<file path="src/design/bfa_pkg.sv">
package bfa_pkg;

	// Bitmap geometry
	localparam int WORD_BITS   = 64;
	localparam int MAX_BITS    = 4096;
	localparam int STORE_WORDS = MAX_BITS / WORD_BITS;
	localparam int WORD_AW     = $clog2(STORE_WORDS);
	localparam int POS_W       = $clog2(WORD_BITS);
	localparam int IDX_W       = WORD_AW + POS_W;
	localparam int NWORDS_W    = WORD_AW + 1;

	// Port field widths
	localparam int CMD_W = 2;
	localparam int CFG_W = 13;

	localparam logic [CFG_W-1:0] BITS_IN_USE_RST = CFG_W'(MAX_BITS);

	typedef logic [WORD_BITS-1:0] word_t;

	typedef enum logic [CMD_W-1:0] {
		CMD_SET  = 2'd0,
		CMD_CLR  = 2'd1,
		CMD_FIND = 2'd2
	} cmd_t;

	typedef enum logic [2:0] {
		ST_IDLE,
		ST_WR,
		ST_SCAN,
		ST_POST
	} state_t;

	// Position of the lowest zero bit of a word (0 when the word is full)
	function automatic logic [POS_W-1:0] first_zero(input word_t w);
		logic [POS_W-1:0] pos;
		pos = '0;
		for (int i = WORD_BITS - 1; i >= 0; i--) begin
			if (!w[i]) begin
				pos = POS_W'(i);
			end
		end
		return pos;
	endfunction

endpackage

</file>
<file path="src/design/bfa_req_if.sv">
interface bfa_req_if
	import bfa_pkg::*;
();
	logic             valid;
	logic             ready;
	logic [CMD_W-1:0] cmd;
	logic [IDX_W-1:0] bit_index;

	modport source(output valid, output cmd, output bit_index, input ready);
	modport sink(input valid, input cmd, input bit_index, output ready);
endinterface

</file>
<file path="src/design/bfa_rsp_if.sv">
interface bfa_rsp_if
	import bfa_pkg::*;
();
	logic             valid;
	logic             ready;
	logic [IDX_W-1:0] free_index;
	logic             found;

	modport source(output valid, output free_index, output found, input ready);
	modport sink(input valid, input free_index, input found, output ready);
endinterface

</file>
<file path="src/design/bfa_ram.sv">
module bfa_ram #(
	parameter int WIDTH = 64,
	parameter int DEPTH = 64
) (
	input  logic                     clk,
	input  logic                     we,
	input  logic [$clog2(DEPTH)-1:0] waddr,
	input  logic [WIDTH-1:0]         wdata,
	input  logic [$clog2(DEPTH)-1:0] raddr,
	output logic [WIDTH-1:0]         rdata
);

	logic [WIDTH-1:0] mem_q [DEPTH];

	// One write port, one registered read port
	always_ff @(posedge clk) begin
		if (we) begin
			mem_q[waddr] <= wdata;
		end
		rdata <= mem_q[raddr];
	end

endmodule

</file>
<file path="src/design/bfa_ctrl.sv">
module bfa_ctrl
	import bfa_pkg::*;
(
	input  logic                clk,
	input  logic                arst_n,
	input  logic [NWORDS_W-1:0] nwords,
	bfa_req_if.sink             req,
	bfa_rsp_if.source           rsp,
	output logic                ram_we,
	output logic [WORD_AW-1:0]  ram_waddr,
	output word_t               ram_wdata,
	output logic [WORD_AW-1:0]  ram_raddr,
	input  word_t               ram_rdata
);

	state_t state_q, state_d;

	logic               is_set_q;
	logic [POS_W-1:0]   pos_q;
	logic [WORD_AW-1:0] scan_addr_q;
	logic [WORD_AW-1:0] chk_addr_q;
	logic [STORE_WORDS-1:0] vld_q;
	logic [IDX_W-1:0]   res_idx_q;
	logic               res_found_q;
	logic               rsp_valid_q;
	logic [IDX_W-1:0]   rsp_idx_q;
	logic               rsp_found_q;

	logic  accept;
	logic  in_range;
	logic  slot_free;
	logic  word_full;
	logic  last_word;
	word_t word_val;

	// Handshake and range checks, and datapath checks on the word that came back from the RAM
	assign accept    = req.valid && req.ready;
	assign in_range  = NWORDS_W'(req.bit_index[IDX_W-1:POS_W]) < nwords;
	assign word_val  = vld_q[chk_addr_q] ? ram_rdata : '0;
	assign word_full = &word_val;
	assign last_word = (NWORDS_W'(chk_addr_q) + NWORDS_W'(1)) == nwords;
	assign slot_free = !rsp_valid_q || rsp.ready;

	// Next state
	always_comb begin
		state_d = state_q;
		case (state_q)
			ST_IDLE: begin
				if (accept) begin
					case (req.cmd)
						CMD_SET, CMD_CLR: state_d = in_range ? ST_WR : ST_IDLE;
						CMD_FIND:         state_d = (nwords == '0) ? ST_POST : ST_SCAN;
						default:          state_d = ST_IDLE;
					endcase
				end
			end
			ST_WR:   state_d = ST_IDLE;
			ST_SCAN: begin
				if (!word_full || last_word) begin
					state_d = ST_POST;
				end
			end
			ST_POST: begin
				if (slot_free) begin
					state_d = ST_IDLE;
				end
			end
			default: state_d = ST_IDLE;
		endcase
	end

	// FSM outputs: handshake and RAM control
	always_comb begin
		req.ready = 1'b0;
		ram_raddr = chk_addr_q;
		ram_we    = 1'b0;
		ram_waddr = chk_addr_q;
		ram_wdata = is_set_q ? (word_val | (word_t'(1) << pos_q))
		                     : (word_val & ~(word_t'(1) << pos_q));
		case (state_q)
			ST_IDLE: begin
				req.ready = 1'b1;
				ram_raddr = (req.cmd == CMD_FIND) ? '0 : req.bit_index[IDX_W-1:POS_W];
			end
			ST_WR:   ram_we = 1'b1;
			ST_SCAN: ram_raddr = scan_addr_q;
			ST_POST: ram_raddr = chk_addr_q;
			default: ram_raddr = chk_addr_q;
		endcase
	end

	// Control state
	always_ff @(posedge clk or negedge arst_n) begin
		if (!arst_n) begin
			state_q     <= ST_IDLE;
			vld_q       <= '0;
			rsp_valid_q <= 1'b0;
		end else begin
			state_q <= state_d;
			if (ram_we) begin
				vld_q[ram_waddr] <= 1'b1;
			end
			if (state_q == ST_POST && slot_free) begin
				rsp_valid_q <= 1'b1;
			end else if (rsp.ready) begin
				rsp_valid_q <= 1'b0;
			end
		end
	end

	// Command latch, scan pointer and result
	always_ff @(posedge clk) begin
		chk_addr_q <= ram_raddr;
		if (accept) begin
			is_set_q    <= (req.cmd == CMD_SET);
			pos_q       <= req.bit_index[POS_W-1:0];
			scan_addr_q <= WORD_AW'(1);
			res_idx_q   <= '0;
			res_found_q <= 1'b0;
		end
		if (state_q == ST_SCAN) begin
			scan_addr_q <= scan_addr_q + WORD_AW'(1);
			if (!word_full) begin
				res_idx_q   <= {chk_addr_q, first_zero(word_val)};
				res_found_q <= 1'b1;
			end
		end
		if (state_q == ST_POST && slot_free) begin
			rsp_idx_q   <= res_idx_q;
			rsp_found_q <= res_found_q;
		end
	end

	assign rsp.valid      = rsp_valid_q;
	assign rsp.free_index = rsp_idx_q;
	assign rsp.found      = rsp_found_q;

endmodule

</file>
<file path="src/design/bitmap_first_free_allocator_top.sv">
// Bitmap allocator of 4096 bits held as 64 words of 64 bits in a RAM; every bit
// reads zero after reset. One command per beat on req: set bit, clear bit, or
// find the lowest zero bit. Set and clear read the word, then write it back,
// and give no response; an index beyond the words in use is dropped. Find
// walks the words in use one per cycle through the single RAM read port and
// returns one response beat on rsp; when the bitmap is full, found is 0 and
// free_index is 0. The block takes one command at a time; a finished response
// waits in an output register and the next command is taken meanwhile.
// cfg_wdata sets bits_in_use (sizes above 4096 count as 4096, rounded down to
// whole words) and may be written only while no command is in flight.
module bitmap_first_free_allocator_top
	import bfa_pkg::*;
(
	input  logic             clk,
	input  logic             arst_n,
	input  logic             cfg_we,
	input  logic [CFG_W-1:0] cfg_wdata,
	bfa_req_if.sink          req,
	bfa_rsp_if.source        rsp
);

	logic [CFG_W-1:0]    bits_in_use_q;
	logic [NWORDS_W-1:0] nwords;

	logic               ram_we;
	logic [WORD_AW-1:0] ram_waddr;
	word_t              ram_wdata;
	logic [WORD_AW-1:0] ram_raddr;
	word_t              ram_rdata;

	// Size register
	always_ff @(posedge clk or negedge arst_n) begin
		if (!arst_n) begin
			bits_in_use_q <= BITS_IN_USE_RST;
		end else if (cfg_we) begin
			bits_in_use_q <= cfg_wdata;
		end
	end

	// Words in use, clipped to the store
	assign nwords = (bits_in_use_q > CFG_W'(MAX_BITS)) ? NWORDS_W'(STORE_WORDS)
	                                                    : NWORDS_W'(bits_in_use_q >> POS_W);

	bfa_ctrl u_ctrl (
		.clk       (clk),
		.arst_n    (arst_n),
		.nwords    (nwords),
		.req       (req),
		.rsp       (rsp),
		.ram_we    (ram_we),
		.ram_waddr (ram_waddr),
		.ram_wdata (ram_wdata),
		.ram_raddr (ram_raddr),
		.ram_rdata (ram_rdata)
	);

	bfa_ram #(
		.WIDTH (WORD_BITS),
		.DEPTH (STORE_WORDS)
	) u_ram (
		.clk   (clk),
		.we    (ram_we),
		.waddr (ram_waddr),
		.wdata (ram_wdata),
		.raddr (ram_raddr),
		.rdata (ram_rdata)
	);

endmodule

</file>
<file path="src/flat_wrapper.sv">
// flat-port wrapper written by rule: the top's interface ports become plain ports
module bitmap_first_free_allocator_top_flat import bfa_pkg::*;
  (clk, arst_n, cfg_we, cfg_wdata, req_valid, req_cmd, req_bit_index, req_ready, rsp_valid, rsp_free_index, rsp_found, rsp_ready);
  bfa_req_if req_i ();
  bfa_rsp_if rsp_i ();
  input  logic clk;
  input  logic arst_n;
  input  logic cfg_we;
  input  logic [CFG_W-1:0] cfg_wdata;
  input wire logic [$bits(req_i.valid)-1:0] req_valid;
  input wire logic [$bits(req_i.cmd)-1:0] req_cmd;
  input wire logic [$bits(req_i.bit_index)-1:0] req_bit_index;
  output wire logic [$bits(req_i.ready)-1:0] req_ready;
  output wire logic [$bits(rsp_i.valid)-1:0] rsp_valid;
  output wire logic [$bits(rsp_i.free_index)-1:0] rsp_free_index;
  output wire logic [$bits(rsp_i.found)-1:0] rsp_found;
  input wire logic [$bits(rsp_i.ready)-1:0] rsp_ready;
  assign req_i.valid = req_valid;
  assign req_i.cmd = req_cmd;
  assign req_i.bit_index = req_bit_index;
  assign req_ready = req_i.ready;
  assign rsp_valid = rsp_i.valid;
  assign rsp_free_index = rsp_i.free_index;
  assign rsp_found = rsp_i.found;
  assign rsp_i.ready = rsp_ready;
  bitmap_first_free_allocator_top u_core (.clk(clk), .arst_n(arst_n), .cfg_we(cfg_we), .cfg_wdata(cfg_wdata), .req(req_i), .rsp(rsp_i));
endmodule
</file>
<file path="config.mk">
export PLATFORM = sky130hd
export DESIGN_NAME = bitmap_first_free_allocator_top_flat
export DESIGN_NICKNAME = d
export VERILOG_FILES = /design/src/design/bfa_pkg.sv /design/src/design/bfa_req_if.sv /design/src/design/bfa_rsp_if.sv /design/src/design/bfa_ram.sv /design/src/design/bfa_ctrl.sv /design/src/design/bitmap_first_free_allocator_top.sv /design/src/flat_wrapper.sv
export SDC_FILE = /design/constraint.sdc
export NUM_CORES = 2
export LEC_CHECK = 0
export BUFFER_PORTS_ARGS = -buffer_cell sky130_fd_sc_hd__buf_2
export CORE_UTILIZATION = 50
export DETAILED_ROUTE_END_ITERATION = 12
export PLACE_DENSITY = 0.65
export SYNTH_ARGS = -nofsm -noshare
export SYNTH_HDL_FRONTEND = slang
export SYNTH_SLANG_ARGS = --single-unit
</file>
<file path="constraint.sdc">
create_clock -name clk -period 6.2 [get_ports clk]
set_input_delay 1.86 -clock clk [delete_from_list [all_inputs] [get_ports clk]]
set_output_delay 1.86 -clock clk [all_outputs]
set_load 0.005 [all_outputs]
</file>
==> impl_summary.log <==
[metrics] status: completed
[metrics] reported leakage power: 65.3 nW
[metrics] number of pins with negative max-slew slack in the final report: 0
[metrics] portion of synthesized cell area occupied by the leading cell type: 73.8%
[metrics] maximum number of pins on one net before global-route repair: 179
[metrics] FF-to-FF setup slack: 1530 ps
[metrics] Crit path largest cell delay: 1320 ps
[metrics] Worst VDD drop: 0.542 mV
[metrics] routed length per instance: 31.8 um
[metrics] worst skew pair latency: 990 ps
[metrics] Resize count post-CTS: 0
[metrics] overall power of the completed layout: 105 mW
[metrics] total wirelength of the detailed-routed design: 518 mm
[metrics] Comb pwr share: 38.2%
[metrics] Yosys cell types: 69
[metrics] chip height: 581 um
[metrics] proportion of synthesized chip area in sequential cells: 75.9%
[metrics] count of fill cells added during filler insertion: 25.3k
[metrics] TritonCTS clock tree: yes
[metrics] global-route wire length before repair: 719 mm
[metrics] Final Hold Vio Count: 0
[metrics] Remaining Overflow, GRT: 0
[metrics] share of cells above drive strength 1: 11.1%
[metrics] CP required: 6830 ps
[metrics] Root Buffer: sky130_fd_sc_hd__clkbuf_16
[metrics] power share of the sequential group: 37.3%
[metrics] NetSw: 39.8 mW
[metrics] CTS hold repair buffers: 0
[metrics] number of buffers inserted to repair setup after CTS: 0
[metrics] total clock buffers created by CTS: 421
[metrics] R2R Path End: u_core.u_ram.mem_q[13][6]
[metrics] highest net fanout along the worst path: 19
[metrics] global placer's final weighted congestion: 0.922
[metrics] clock tree buffer depth: 4
[metrics] standard cell core area: 0.334 mm^2
[metrics] number of primary I/O pins: 47
[metrics] dominant cell type by count on the critical path: sky130_fd_sc_hd__buf_4
[metrics] Crit-path slowest cell: sky130_fd_sc_hd__nor2_4
[metrics] WS Path Type: reg2reg
[metrics] Worst Hold End: u_core.u_ctrl.rsp.found
[metrics] Port-buffer cells: 40
[metrics] register clock-pin slew on the reported worst setup and hold paths: 70 ps
[metrics] Slew @ Worst Pin: 1440 ps
[metrics] EDFF count, synth: 4122
[metrics] Total Routing Usage GR: 29.8%
[metrics] data arrival time of the critical path: 5300 ps
[metrics] share of the clock period used by the worst path: 75.3%
[metrics] count of H-tree levels built during CTS: 5
[metrics] Synth Register Bits: 4279
[metrics] count of synthesis-stage warnings from yosys: 0
[metrics] path class of the lowest-slack min-delay path: reg2reg
[metrics] unrepaired setup endpoints after global routing: no
[metrics] total nets after synthesis: 11.5k
[metrics] Max Clock Skew: 83.1 ps
[metrics] max-capacitance violation count: 0
[metrics] cell types occupying the most area after synthesis: sky130_fd_sc_hd__edfxtp_1 74%, sky130_fd_sc_hd__a22oi_1 5.1%, sky130_fd_sc_hd__mux2i_1 4.7%, sky130_fd_sc_hd__nand2_1 4.2%, sky130_fd_sc_hd__a21oi_1 3.7%
[metrics] Post-Synthesis Cells: 11.4k
[metrics] Crit Reg-Reg Startpoint: u_core.u_ctrl.ram_waddr[2]
[metrics] via-per-instance ratio: 6.50
[metrics] area growth from synthesis to final layout: 13.4%
[metrics] library cell with the largest summed area after synthesis: sky130_fd_sc_hd__edfxtp_1
[metrics] hold path startpoint: u_core.u_ctrl.res_found_q
[metrics] final critical path time including I/O delays and setup: 4670 ps
[metrics] total of endpoints with negative setup slack in the final report: 0
[metrics] cell-internal power: 64.8 mW
[metrics] Die Width: 581 um
[metrics] endpoint kind of the worst setup timing path: flop
[metrics] vias in the first global route: 99.0k
[metrics] Iter 0 DRT Violations: 16.2k
[metrics] Async S/R FF share, synth: 1.73%
[metrics] Worst Setup SP: u_core.u_ctrl.ram_waddr[2]
[metrics] number of design rule violations left after detail routing: 0
[metrics] via count: 106k
[metrics] overall die area: 0.338 mm^2
[metrics] initial antenna violation count: 17
[metrics] cell area after synthesis: 0.168 mm^2
[metrics] total number of nets in the final design: 11.6k
[metrics] power density over the cells: 550 mW/mm^2
[metrics] post-detail-place hpwl: 265 mm
[metrics] Max Clock Freq: 0.214 GHz
[metrics] number of cells after detailed placement: 15.5k
[metrics] Primary FF master, synth: sky130_fd_sc_hd__edfxtp_1
[metrics] worst-case reg-to-reg path depth: 6
[metrics] Clock Power Share: 24.5%
[metrics] count of placed standard cells in the final layout, fillers left out: 16.3k
[metrics] Net Sw Frac: 38.0%
[metrics] Slew headroom: 3.33%
[metrics] clock sink count: 4279
[metrics] critical-path cell list: buf_4 > inv_2 > nor3b_1 > nand2_1 > nor2_4 > buf_4
[metrics] mean instance size in the synthesized netlist: 14.7 um^2
[metrics] Detailed Routing Iterations Pass 1: 9
[metrics] initial cell density of the core: 50.3%
[metrics] Antenna Violating Nets Remaining: 0
[metrics] total number of placement rows: 212
[metrics] Hold Path Cell Cnt: 0
[metrics] type of element launching the critical path: flop
[metrics] total negative slack for setup checks: 0 ps
## layer usage
metal | vias to the layer above | wire length (um) | GRT usage (%)
li1 | 44098 | - | -
met2 | 6801 | 233000 | 45.7
met1 | 53670 | 196000 | 41.1
met4 | 6 | 25100 | 12.7
met3 | 1200 | 63700 | 6.77
met5 | - | 37 | 0
## layout by cell type (no fill, tap or decap), drive strengths merged, types with 68 or more instances in the layout
cell and count:
edfxtp 4122, nand2 1885, a21oi 1238, a22oi 1158, mux2i 784, nand3 616
clkbuf 541, buf 466, clkinv 182, o21ai 159, nor2 110, dfxtp 83
dfrtp 73, a41oi 68
## state kept, by name, indices dropped and copies added, names as in the netlist, 2 cells and up
signal,flops
u_core.u_ram.mem_q,4096
u_core.u_ctrl.rsp.free_index,12
u_core.u_ctrl.ram_waddr,6
u_core.u_ctrl.res_idx_q,12
u_core.u_ctrl.pos_q,6
u_core.u_ctrl.state_q,2
u_core.u_ram.rdata,64
u_core.u_ctrl.scan_addr_q,6
u_core.u_ctrl.vld_q,64
u_core.bits_in_use_q,7
## synth_stat cells, drive strengths merged (65+ instances only)
master  number
nor2       110
dfxtp       83
o21ai      159
nand3      616
mux2i      784
dfrtp       73
edfxtp    4122
a21oi     1238
a22oi     1158
clkbuf     485
or4         65
buf        300
or2         66
nand2     1885
a41oi       68
## how the worst max path moves through the flow
stage                     slack (ps)                        end  cells after the start
after global routing            1510     u_core.u_ram.rdata[63]                     10
after detailed placement         780     u_core.u_ram.rdata[54]                     12
after CTS                       1760     u_core.u_ram.rdata[63]                     10
final                           1530  u_core.u_ram.mem_q[13][6]                      6
after floorplan                 1230  u_core.u_ram.mem_q[0][12]                     10
after global placement           880     u_core.u_ram.rdata[54]                     12
## area by class of cell
class	count	area (um^2)	share of cell area, %
flip-flops and latches	4279	127000	66.9
clock inverters	243	2450	1.29
multi-input cells	6322	38300	20.1
repair buffers	466	5260	2.77
well taps	4387	5490	2.88
inverters	25	101	0.0533
clock buffers	541	11400	6.00
diodes	5	12.5	0.00657
## power groups by stage
stage          combinational, mW  clock (mW)  sequential, mW
2_1_floorplan               25.4           0            39.7
3_3_place_gp                38.1           0            39.5
3_5_place_dp                39.1           0            39.5
4_1_cts                     39.3        25.8            38.9
5_1_grt                     42.7        26.9            39.0
6_report                    40.0        25.7            39.0
## cells by family after synthesis
logic type                 share of synthesized area [%]
and+or+nand+nor                                     7.19
DFF                                                 75.9
muxes                                               4.79
buffers and inverters                               2.06
AOI/OAI and AO/OA                                   9.97
adders and majority gates                         0.0522
xor gates and xnor gates                          0.0574
## critical path, delay by kind of cell (launching register included)
family	cells	cell delay (ps)
buf+inv	3	990
flops	1	780
simple gates	3	2500
## through the flow
| stage | cell area (um^2) | worst slack [ps] | hold slack (ps) | util [%] |
|---|---|---|---|---|
| 2_1_floorplan | 168000 | 1230 | 408 | - |
| 3_3_place_gp | 176000 | 878 | 419 | 52.8 |
| 3_5_place_dp | 176000 | 776 | 422 | 52.8 |
| 4_1_cts | 190000 | 1760 | 435 | 57.0 |
| 5_1_grt | 190000 | 1510 | 455 | 57.0 |
| 6_report | 190000 | 1530 | 432 | 57.0 |
No activity file was read; power rests on OpenSTA's default activity.
